### src/hdl/b2a_pkg.sv
`timescale 1ns / 1ps
`default_nettype none

package b2a_pkg;

    // Fixed width of the value field on the port.
    localparam int FIELD_W  = 64;
    // Digit storage sized for the widest value: 20 decimal digits.
    localparam int DIG_MAX  = 20;
    localparam int CNT_W    = 5;
    localparam int CHAR_W   = 7;

    localparam logic [CHAR_W-1:0] CHAR_ZERO  = 7'h30;
    localparam logic [CHAR_W-1:0] CHAR_X     = 7'h78;
    localparam logic [CHAR_W-1:0] ALPHA_OFS  = 7'h57;
    localparam logic [3:0]        NIB_MAX    = 4'hf;
    localparam logic [3:0]        DEC_TOP    = 4'd9;

    typedef logic [DIG_MAX-1:0][3:0] t_digits;

    // One queued job: format, digit count, digits (LSD at index 0).
    typedef struct packed {
        logic             hex;
        logic [CNT_W-1:0] cnt;
        t_digits          digits;
    } t_entry;

    typedef struct packed {
        logic full;
        logic empty;
    } t_fifo_stat;

    typedef enum logic [1:0] {
        FS_IDLE,
        FS_CONV,
        FS_PUSH
    } t_front_state;

    function automatic logic [CHAR_W-1:0] nib_to_char(input logic [3:0] nib);
        logic [CHAR_W-1:0] wide;
        wide = {3'b000, nib & NIB_MAX};
        if (nib > DEC_TOP) begin
            return wide + ALPHA_OFS;
        end
        return wide + CHAR_ZERO;
    endfunction

endpackage

`default_nettype wire

### src/hdl/b2a_front.sv
`timescale 1ns / 1ps
`default_nettype none

module b2a_front #(
    parameter int VALUE_WIDTH = 64
) (
    input  wire logic                    i_clk,
    input  wire logic                    i_rst_n,
    input  wire logic                    i_start,
    input  wire logic                    i_func,
    input  wire logic [VALUE_WIDTH-1:0]  i_value,
    output logic                         o_busy,
    output logic                         o_push,
    output b2a_pkg::t_entry              o_entry,
    input  wire b2a_pkg::t_fifo_stat     i_stat
);

    localparam int HEX_DIGITS = (VALUE_WIDTH + 3) / 4;
    localparam int ITER_W     = (VALUE_WIDTH > 1) ? $clog2(VALUE_WIDTH) : 1;
    localparam int BCD_W      = b2a_pkg::DIG_MAX * 4;

    b2a_pkg::t_front_state r_state, n_state;
    logic [VALUE_WIDTH-1:0] r_shift, n_shift;
    b2a_pkg::t_digits       r_bcd, n_bcd;
    logic [ITER_W-1:0]      r_iter, n_iter;
    logic                   r_hex, n_hex;

    b2a_pkg::t_digits              w_adj;
    logic [BCD_W-1:0]              w_adj_flat;
    logic [b2a_pkg::CNT_W-1:0]     w_sig;

    // add-3 correction on every BCD digit before the shift
    always_comb begin
        for (int i = 0; i < b2a_pkg::DIG_MAX; i++) begin
            w_adj[i] = (r_bcd[i] > 4'd4) ? r_bcd[i] + 4'd3 : r_bcd[i];
        end
    end

    assign w_adj_flat = w_adj;

    // number of significant decimal digits, at least one
    always_comb begin
        w_sig = b2a_pkg::CNT_W'(1);
        for (int i = 0; i < b2a_pkg::DIG_MAX; i++) begin
            if (r_bcd[i] != 4'd0) begin
                w_sig = b2a_pkg::CNT_W'(i + 1);
            end
        end
    end

    always_ff @(posedge i_clk) begin
        if (!i_rst_n) begin
            r_state <= b2a_pkg::FS_IDLE;
        end else begin
            r_state <= n_state;
        end
        r_shift <= n_shift;
        r_bcd   <= n_bcd;
        r_iter  <= n_iter;
        r_hex   <= n_hex;
    end

    always_comb begin
        n_state = r_state;
        n_shift = r_shift;
        n_bcd   = r_bcd;
        n_iter  = r_iter;
        n_hex   = r_hex;
        o_push  = 1'b0;
        case (r_state)
            b2a_pkg::FS_IDLE: begin
                if (i_start) begin
                    n_hex  = i_func;
                    n_iter = '0;
                    if (i_func) begin
                        n_bcd   = b2a_pkg::t_digits'(BCD_W'(i_value));
                        n_state = b2a_pkg::FS_PUSH;
                    end else begin
                        n_bcd   = '0;
                        n_shift = i_value;
                        n_state = b2a_pkg::FS_CONV;
                    end
                end
            end
            b2a_pkg::FS_CONV: begin
                n_bcd   = b2a_pkg::t_digits'({w_adj_flat[BCD_W-2:0],
                                              r_shift[VALUE_WIDTH-1]});
                n_shift = r_shift << 1;
                n_iter  = r_iter + ITER_W'(1);
                if (r_iter == ITER_W'(VALUE_WIDTH - 1)) begin
                    n_state = b2a_pkg::FS_PUSH;
                end
            end
            b2a_pkg::FS_PUSH: begin
                if (!i_stat.full) begin
                    o_push  = 1'b1;
                    n_state = b2a_pkg::FS_IDLE;
                end
            end
            default: begin
                n_state = b2a_pkg::FS_IDLE;
            end
        endcase
    end

    assign o_busy         = (r_state != b2a_pkg::FS_IDLE);
    assign o_entry.hex    = r_hex;
    assign o_entry.cnt    = r_hex ? b2a_pkg::CNT_W'(HEX_DIGITS) : w_sig;
    assign o_entry.digits = r_bcd;

endmodule

`default_nettype wire

### src/hdl/b2a_fifo.sv
`timescale 1ns / 1ps
`default_nettype none

module b2a_fifo (
    input  wire logic                i_clk,
    input  wire logic                i_rst_n,
    input  wire logic                i_push,
    input  wire b2a_pkg::t_entry     i_entry,
    input  wire logic                i_pop,
    output b2a_pkg::t_entry          o_entry,
    output b2a_pkg::t_fifo_stat      o_stat
);

    b2a_pkg::t_entry r_mem [2];
    logic            r_wp, n_wp;
    logic            r_rp, n_rp;
    logic [1:0]      r_count, n_count;

    always_comb begin
        n_wp    = r_wp ^ i_push;
        n_rp    = r_rp ^ i_pop;
        n_count = r_count + 2'(i_push) - 2'(i_pop);
    end

    always_ff @(posedge i_clk) begin
        if (!i_rst_n) begin
            r_wp    <= 1'b0;
            r_rp    <= 1'b0;
            r_count <= '0;
        end else begin
            r_wp    <= n_wp;
            r_rp    <= n_rp;
            r_count <= n_count;
        end
        if (i_push) begin
            r_mem[r_wp] <= i_entry;
        end
    end

    assign o_entry      = r_mem[r_rp];
    assign o_stat.full  = (r_count == 2'd2);
    assign o_stat.empty = (r_count == 2'd0);

    a_no_overflow: assert property (@(posedge i_clk) disable iff (!i_rst_n)
        i_push |-> (r_count != 2'd2 || i_pop))
        else $error("word pushed into full queue");

    a_no_underflow: assert property (@(posedge i_clk) disable iff (!i_rst_n)
        i_pop |-> (r_count != 2'd0))
        else $error("word popped from empty queue");

endmodule

`default_nettype wire

### src/hdl/b2a_back.sv
`timescale 1ns / 1ps
`default_nettype none

module b2a_back (
    input  wire logic                          i_clk,
    input  wire logic                          i_rst_n,
    input  wire b2a_pkg::t_entry               i_entry,
    input  wire b2a_pkg::t_fifo_stat           i_stat,
    output logic                               o_pop,
    output logic                               o_valid,
    output logic [b2a_pkg::CHAR_W-1:0]         o_char_code,
    output logic                               o_last
);

    localparam int CW = b2a_pkg::CNT_W;

    logic [CW-1:0]              r_left, n_left;
    logic [CW-1:0]              r_cnt, n_cnt;
    logic                       r_hex, n_hex;
    b2a_pkg::t_digits           r_digits, n_digits;
    logic                       r_valid, n_valid;
    logic [b2a_pkg::CHAR_W-1:0] r_char, n_char;
    logic                       r_last, n_last;

    logic [CW-1:0] w_idx;

    always_comb begin
        w_idx   = r_left - CW'(1);
        n_valid = (r_left != '0);
        n_last  = (r_left == CW'(1));
        if (r_hex && r_left == CW'(r_cnt + CW'(2))) begin
            n_char = b2a_pkg::CHAR_ZERO;
        end else if (r_hex && r_left == CW'(r_cnt + CW'(1))) begin
            n_char = b2a_pkg::CHAR_X;
        end else begin
            n_char = b2a_pkg::nib_to_char(r_digits[w_idx]);
        end

        // next job loads while the last char of the current one goes out
        o_pop    = !i_stat.empty && (r_left <= CW'(1));
        n_left   = r_left;
        n_cnt    = r_cnt;
        n_hex    = r_hex;
        n_digits = r_digits;
        if (o_pop) begin
            n_cnt    = i_entry.cnt;
            n_hex    = i_entry.hex;
            n_digits = i_entry.digits;
            n_left   = i_entry.hex ? CW'(i_entry.cnt + CW'(2)) : i_entry.cnt;
        end else if (r_left != '0) begin
            n_left = w_idx;
        end
    end

    always_ff @(posedge i_clk) begin
        if (!i_rst_n) begin
            r_left  <= '0;
            r_valid <= 1'b0;
        end else begin
            r_left  <= n_left;
            r_valid <= n_valid;
        end
        r_cnt    <= n_cnt;
        r_hex    <= n_hex;
        r_digits <= n_digits;
        r_char   <= n_char;
        r_last   <= n_last;
    end

    assign o_valid     = r_valid;
    assign o_char_code = r_char;
    assign o_last      = r_last;

    a_left_range: assert property (@(posedge i_clk) disable iff (!i_rst_n)
        r_left <= CW'(b2a_pkg::DIG_MAX + 2))
        else $error("char count out of range");

    a_load_after_last: assert property (@(posedge i_clk) disable iff (!i_rst_n)
        (r_left > CW'(1)) |-> !o_pop)
        else $error("new word loaded mid text");

endmodule

`default_nettype wire

### src/hdl/binary_to_ascii_hex_decimal.sv
`timescale 1ns / 1ps
`default_nettype none

// Channel   Direction  Handshake               Payload
// input     in         start & !busy           i_func, i_value
// result    out        o_valid (per char)      o_char_code, o_last
//
// Hex word: front busy from the cycle after accept; the first char strobe
// follows the push state, the queue and the back-end char register, then
// 2 + ceil(VALUE_WIDTH/4) chars, one per cycle.
// Decimal word: shift-add-3 (one bit per cycle), then a push state in the
// front; the first char follows the queue and back-end char register, then
// 1 to 20 chars. The front takes a new word only once back in idle, after its
// loop and push state, and waits in its push state while the queue is full.
// Reset is synchronous, active low; it clears control state only.
// The receiver cannot stall: chars leave one per cycle from the back end.

module binary_to_ascii_hex_decimal #(
    parameter int VALUE_WIDTH = 64
) (
    input  wire logic                            i_clk,
    input  wire logic                            i_rst_n,
    input  wire logic                            start,
    output logic                                 busy,
    input  wire logic                            i_func,
    input  wire logic [b2a_pkg::FIELD_W-1:0]     i_value,
    output logic                                 o_valid,
    output logic [b2a_pkg::CHAR_W-1:0]           o_char_code,
    output logic                                 o_last
);

    logic                push;
    logic                pop;
    b2a_pkg::t_entry     front_entry;
    b2a_pkg::t_entry     back_entry;
    b2a_pkg::t_fifo_stat fifo_stat;

    // Front: takes a word, runs the binary-to-BCD loop for decimal, or just
    // splits into nibbles for hex; for decimal it then counts significant digits.
    b2a_front #(
        .VALUE_WIDTH (VALUE_WIDTH)
    ) u_front (
        .i_clk   (i_clk),
        .i_rst_n (i_rst_n),
        .i_start (start),
        .i_func  (i_func),
        .i_value (i_value[VALUE_WIDTH-1:0]),
        .o_busy  (busy),
        .o_push  (push),
        .o_entry (front_entry),
        .i_stat  (fifo_stat)
    );

    // Two-deep queue decouples conversion from char output.
    b2a_fifo u_fifo (
        .i_clk   (i_clk),
        .i_rst_n (i_rst_n),
        .i_push  (push),
        .i_entry (front_entry),
        .i_pop   (pop),
        .o_entry (back_entry),
        .o_stat  (fifo_stat)
    );

    // Back: prefix (hex only), then digits MSD first, last flag on final char.
    b2a_back u_back (
        .i_clk       (i_clk),
        .i_rst_n     (i_rst_n),
        .i_entry     (back_entry),
        .i_stat      (fifo_stat),
        .o_pop       (pop),
        .o_valid     (o_valid),
        .o_char_code (o_char_code),
        .o_last      (o_last)
    );

endmodule

`default_nettype wire
### config.mk
export PLATFORM = sky130hd
export DESIGN_NAME = binary_to_ascii_hex_decimal
export DESIGN_NICKNAME = d
export VERILOG_FILES = /design/src/hdl/b2a_pkg.sv /design/src/hdl/b2a_front.sv /design/src/hdl/b2a_fifo.sv /design/src/hdl/b2a_back.sv /design/src/hdl/binary_to_ascii_hex_decimal.sv
export SDC_FILE = /design/constraint.sdc
export NUM_CORES = 1
export LEC_CHECK = 0
export BUFFER_PORTS_ARGS = -buffer_cell sky130_fd_sc_hd__buf_2
export CAP_MARGIN = 20
export CORE_UTILIZATION = 56
export CTS_BUF_LIST = sky130_fd_sc_hd__clkbuf_16
export CTS_CLUSTER_DIAMETER = 50
export DETAILED_ROUTE_END_ITERATION = 10
export PLACE_DENSITY = 0.85
export SLEW_MARGIN = 25
export SYNTH_ARGS = -nofsm -noshare
export SYNTH_HDL_FRONTEND = slang
export SYNTH_SLANG_ARGS = --single-unit
### constraint.sdc
create_clock -name i_clk -period 4.7 [get_ports i_clk]
set_clock_uncertainty 0.05 [all_clocks]
set_input_delay 0.235 -clock i_clk [delete_from_list [all_inputs] [get_ports i_clk]]
set_output_delay 0.235 -clock i_clk [all_outputs]
set_load 0.01 [all_outputs]
# Word level (Yosys, flattened, before mapping)

Memory sizes are Yosys's and may differ from the RTL's. A register that Yosys moved wholly into a read port is not among the register bits.
Cells that the tools add are included.

Logic and storage cells: 223
RAM bits: 172
Memories kept: 1
Input bits: 68
Register bits after elaboration: 257

Memory list:

| name         | words | width | read ports | clocked after Yosys merged registers in | wr ports | line           | RTL |
|---|---|---|---|---|---|---|---|
| u_fifo.r_mem | 2     | 86    | 1          | 1                                       | 1        | b2a_fifo.sv:14 | `b2a_pkg::t_entry r_mem [2];` |

$lt $le $gt $ge: 23
Equality and inequality tests: 11
Muxes and demuxes: 69
Bitwise logic cells: 2
Add/sub/neg operators: 29
Reductions and logical operators: 34

Operator list:

| kind                                                          | number |
|---|---|
| 2-to-1 mux 64 bit                                             | 3 |
| one-hot mux 80 bit (2 select lines)                           | 1 |
| one-hot mux 64 bit (2 select lines)                           | 1 |
| 2-to-1 mux 4 bit                                              | 28 |
| greater-than comparator 4 x 3 -> 1 bit, second input constant | 20 |
| 2-to-1 mux 80 bit                                             | 1 |
| adder 4 x 2 -> 4 bit, second input constant                   | 19 |
| nonzero test 4 bit                                            | 19 |
| 2-to-1 mux 5 bit                                              | 9 |
| 2-to-1 mux 7 bit                                              | 3 |
| binary-select mux 4 bit (select 5 bit)                        | 1 |
| 2-to-1 mux 3 bit                                              | 5 |
| 2-to-1 mux 2 bit                                              | 6 |
| one-hot mux 6 bit (2 select lines)                            | 1 |
| adder 5 x 2 -> 5 bit, second input constant                   | 2 |
| equality test 5 bit                                           | 2 |
| 2-to-1 mux 1 bit                                              | 8 |
| adder 4 x 6 -> 7 bit, second input constant                   | 1 |
| adder 4 x 7 -> 7 bit, second input constant                   | 1 |
| adder 6 x 1 -> 6 bit, second input constant                   | 1 |
| equality test 6 bit, second input constant                    | 1 |
| < comparator 5 x 6 -> 1 bit, second input constant            | 1 |
| 2-to-1 mux 6 bit                                              | 1 |
| inequality test 2 bit, second input constant                  | 3 |
| 21 further kinds                                              | 30 |

# Logic depth before layout (Yosys ltp)

Word-level depth: 21
Depth in mapped cells: 16
Mapped depth without buffers: 12

# Modules after synthesis

From an unflattened synthesis, not the netlist that was laid out.

Cells, all modules: 1426
Area total of the unflattened synthesis: 19642.6 um^2

Modules (own cells, without submodules):

| module    | area each (um^2) | instances | cells each |
|---|---|---|---|
| b2a_front | 8605.8           | 1         | 876 |
| b2a_fifo  | 6643.9           | 1         | 289 |
| b2a_back  | 4393.0           | 1         | 261 |

# Least setup slack after synthesis

No wires, ideal clock.

Path type: flip-flop to flip-flop
Start: reg u_front.r_state[0]
End: reg u_front.r_bcd (netlist bit u_front.o_entry[0]) (enable)
Period minus slack after synthesis: 4.642 ns
Library setup time: 0.532 ns
Data required time: 4.118 ns
Cell stages (with the launch flop): 3
Arrival: 4.061 ns
Setup slack: 0.058 ns
Cells stage by stage: dfxtp_1 > nor2_1 > nor2_1

Longest elaborated chain between the ends: 3
Elaborated cells on any way between the ends: 5
Those cells by class: 2 x eq/ne; 3 x reduce/logical

RTL lines:

| element                                                                      | line            | RTL |
|---|---|---|
| start: declaration                                                           | b2a_front.sv:22 | `b2a_pkg::t_front_state r_state, n_state;` |
| start signal: assignment                                                     | b2a_front.sv:53 | `r_state <= b2a_pkg::FS_IDLE;` |
| start signal: assignment                                                     | b2a_front.sv:55 | `r_state <= n_state;` |
| equality test 2 x 1 -> 1 bit / zero test 2 bit (equally long branches)       | b2a_front.sv:70 | `case (r_state)` |
| nonzero test 2 bit (no line) / inequality test 2 bit (equally long branches) | -               |  |
| AND reduction 2 bit (no line) (*)                                            | -               |  |
| end signal: assignment                                                       | b2a_front.sv:58 | `r_bcd <= n_bcd;` |
| end: declaration                                                             | b2a_front.sv:24 | `b2a_pkg::t_digits r_bcd, n_bcd;` |

Every way passes the cells marked *; elsewhere a longest branch is shown, timed or not.
A chain may end at the register's enable or synchronous reset.

# Final worst setup path

Start: reg u_back.r_left[1]
End: reg u_back.r_char (netlist bit u_back.o_char_code[1])

Longest elaborated chain between the ends: 8
Elaborated cells on any way between the ends: 16
Those cells by class: 3 x add/sub; 1 x order compare; 2 x eq/ne; 7 x mux; 3 x reduce/logical

RTL lines:

| element                                | line           | RTL |
|---|---|---|
| start: declaration                     | b2a_back.sv:17 | `logic [CW-1:0] r_left, n_left;` |
| start signal: assignment               | b2a_back.sv:60 | `r_left <= n_left;` |
| subtractor 5 x 1 -> 5 bit              | b2a_back.sv:28 | `w_idx = r_left - CW'(1);` |
| binary-select mux 4 bit (select 5 bit) | b2a_back.sv:36 | `n_char = b2a_pkg::nib_to_char(r_digits[w_idx]);` |
| 2-to-1 mux 4 bit (not written as such) | b2a_back.sv:36 |  |
| greater-than comparator 4 bit          | b2a_pkg.sv:42  | `if (nib > DEC_TOP) begin` |
| 2-to-1 mux 1 bit                       | b2a_pkg.sv:42  |  |
| 2-to-1 mux 1 bit                       | b2a_back.sv:33 | `end else if (r_hex && r_left == CW'(r_cnt + CW'(1))) begin` |
| 2-to-1 mux 1 bit                       | b2a_back.sv:31 | `if (r_hex && r_left == CW'(r_cnt + CW'(2))) begin` |
| 2-to-1 mux 7 bit                       | b2a_pkg.sv:45  | `return wide + CHAR_ZERO;` |
| end signal: assignment                 | b2a_back.sv:66 | `r_char <= n_char;` |
| end: declaration                       | b2a_back.sv:22 | `logic [b2a_pkg::CHAR_W-1:0] r_char, n_char;` |

Parallel ways exist; a longest one is shown, timed or not. The select of a mux whose other input is x is not followed.

==> out/metrics.csv <==
stage,metric,value,unit
routing,wire_per_inst,19.88,µm
placed_design,gp_congestion,0.8649,
die,core-area,33530,µm²
hold_path,min_path_cells,3,
synthesis,ys_seq_area_share,66.43,%
die,dieHeight,186.8,µm
synthesis,synth.avg_cell_area,13.27,µm²
clock_network,cts.path.max_buffers,3,
clock_network,cts_root_buffer,clkbuf_16,
job,max_cap_viol_count,0,
die,die_area,34890,µm²
timing,maxSlewHeadroom,37.87,%
timing,fin_hold_ws,0.01648,ns
placed_design,hpwl,24030,µm
placed_design,place_area,19980,µm²
critical_path,critPathRequiredTime,5.12,ns
grt,grt_antenna_before_repair,0,
synthesis,synth-compound-area-share,5.798,%
routing,drc,0,
synthesis,syn-num-nets,1560,
timing,drv_slew,0,
final_layout,mostFrequentLayoutCell,edfxtp_1,
critical_path,end_kind,register,
routing,drt-total-wl,41160,µm
synthesis,yosys.area.top_type,edfxtp_1,
pwr,cellPowerDensity,519.8,nW/µm²
synthesis,synth.top_cells.by_area,"edfxtp_1 64%, mux2_2 4.8%, nand2_1 4.2%",
timing,finalCritPeriodShare,87.97,%
outcome,status,completed,
synthesis,synth_area,19120,µm²
routing,via_per_inst,5.767,
final_layout,drive_above_1_share,17.25,%
die,ios,78,
timing,min_period,4.134,ns
timing,rsz0062_at_grt,no,
final_layout,fin_area,22170,µm²
pwr,irDropWorstVdd,0.3322,mV
synthesis,synthFlopType,edfxtp_1,
routing,antenna_left,0,
synthesis,syn_inst,1441,
grt,grtUsageTotal,23.69,%
clock_network,cts_buffers,46,
clock_network,cts_setup_buffers,0,
critical_path,timing.setup.critical_path_class,register to register,
routing,vias,11940,
routing,detail_route.iter0.violations,1039,
clock_network,clock_sinks,430,
clock_network,clk_pin_slew_worst_paths,0.07,ns
critical_path,cp-start-kind,register,
synthesis,yosys.area_share.simple,10.79,%
synthesis,synth-async-reset-ratio,0,%
routing,first_pass_iters,6,
grt,grt_max_degree,135,
hold_path,hold_path.class,input port to register,
synthesis,synth_top_family_by_area,simple AND/OR/NAND/NOR gates,
die,start_util,57.02,%
synthesis,synth-xor-area-share,2.696,%
die,dieWidth,186.8,µm
die,num_rows,67,
grt,grt_pass1_vias,12040,
synthesis,synth_fa_ha_area_share,3.337,%
clock_network,cts_tree,built,
final_layout,nNetsFinal,1706,
timing,max_freq,241.9,MHz
synthesis,yosys.area.top_type_share,64.23,%
critical_path,crit_fanout,21,
clock_network,cts_htree_levels,2,
synthesis,synth_cell_types,60,
critical_path,r2r_cells,11,
grt,grt_overflow,0,
placed_design,port_buffers,77,
clock_network,insertion_delay,0.57,ns
synthesis,ys_ff_latch,430,
final_layout,layout.cells.most_common_list,"409 x edfxtp_1, 216 x nand2_1, 92 x o21ai_0",
grt,grt_pass1_wl,64740,µm
final_layout,area_growth,15.92,%
synthesis,yosysWarnings,0,
synthesis,muxShareOfSynthArea,8.042,%
timing,fin_setup_tns,0,ns
timing,tightest_slew,0.9320,ns
pwr,p_leak,8.204,nW
timing,finalHoldViolCount,0,
critical_path,cp_data_arrival_time,4.56,ns
timing,setup-violations-final,0,
synthesis,synth_edf_count,409,
final_layout,utilization,66.10,%
final_layout,n_antenna_cell,0,
[worst paths after layout]
check / from / endpoint / slack, ns
min: start / u_front.r_hex / 0.02
max reg2reg: u_back.r_left[1] / u_back.o_char_code[1] / 0.57
max: u_back.r_left[1] / u_back.o_char_code[1] / 0.57
min reg2reg: u_front.o_entry[60] / u_fifo.r_mem[1][60] / 0.45
[cell type report]
cell class                 count  area [µm²]
inverter                      78       294.0
clock inverter                37       336.6
tap                          448       560.5
multi-input combinational    875        5918
timing repair buffer         156        1174
sequential                   430       12710
clock buffer                  47        1176
fill                        2183       11370
[synth_stat cells, types with 2 or more instances]
cell type,number
a21oi_1,77
dfxtp_1,21
nand3_1,70
o211ai_1,2
o21ai_0,92
nand3b_1,3
nor2b_1,6
and3b_1,6
nand2_1,216
nand4_1,5
or3b_2,6
mux4_1,9
buf_6,2
or3_1,5
a31oi_1,5
nand2b_1,4
mux2_2,82
mux4_2,11
nor3b_1,8
and3_1,5
and2_1,11
edfxtp_1,409
o2111ai_1,2
o21ai_2,2
or3_4,2
nor3_1,28
buf_2,4
nor2_1,70
xnor2_1,51
nor4_1,2
mux2i_1,13
or2_2,2
inv_1,78
clkbuf_1,45
a211oi_1,4
xor2_1,6
ha_1,51
buf_1,4
[routing by layer]
layer | up-vias | global-route usage [%] | part of all wire [%]
met5 | - | 0 | 0
met2 | 470 | 41.40 | 51
li1 | 5533 | - | -
met4 | 0 | 9.899 | 3.7
met3 | 98 | 3.912 | 5.9
met1 | 5843 | 29.27 | 39
[sequential cells by signal (all words and copies together), names as in the netlist, named ones only]
register and count:
u_back.o_char_code 7, u_fifo.r_rp 1, u_fifo.r_count 2, u_front.r_shift 64, u_fifo.r_mem 172, u_front.r_iter 6
u_front.r_state 2, u_front.r_hex 1, u_fifo.r_wp 1, u_back.r_hex 1, u_back.r_left 5, u_front.o_entry 80
u_back.o_valid 1, u_back.o_last 1, u_back.r_digits 80, u_back.r_cnt 5
[power by group]
part | switching, mW | internal (mW)
Clock | 1.50 | 2.11
Combinational | 1.51 | 1.21
Sequential | 0.360 | 4.83
[repair_timing]
action                                 CTS  global route
hold buffers                            65             0
endpoints found under the hold margin  131             0
resized for setup                        0             0
[cells by family (layout without fill, tap and decap cells)]
| family | after synthesis | in the layout |
|---|---|---|
| AND/OR/NAND/NOR | 453 | 453 |
| multiplexers | 115 | 115 |
| adder cells (fa/ha/maj) | 51 | 51 |
| flip-flops | 430 | 430 |
| AO/OA/AOI/OAI | 198 | 198 |
| XOR/XNOR | 58 | 58 |
| buffers and inverters | 136 | 318 |
[worst max-delay path, stage by stage (launching register included)]
cell     delay [ns]
dfxtp_1        0.54
inv_1          0.14
ha_1           0.89
mux4_1         0.41
mux2i_1        0.28
a21oi_1        0.07
nor3_1         0.46
ha_1           0.30
nor2_1         0.06
or4_4          0.51
and2_4         0.18
o21ai_2        0.13
[stage by stage]
step / total power [mW] / std cells / setup slack, ns
3_3_place_gp: 7.661 / 1921 / 0.9479
3_5_place_dp: 7.828 / 1921 / 0.7852
4_1_cts: 11.48 / 2070 / 0.6698
6_report: 11.52 / 2071 / 0.5655
2_1_floorplan: 7.159 / 1441 / 0.05771
5_1_grt: 11.95 / 2071 / 0.4690
Power figures use the tool's default switching activity.
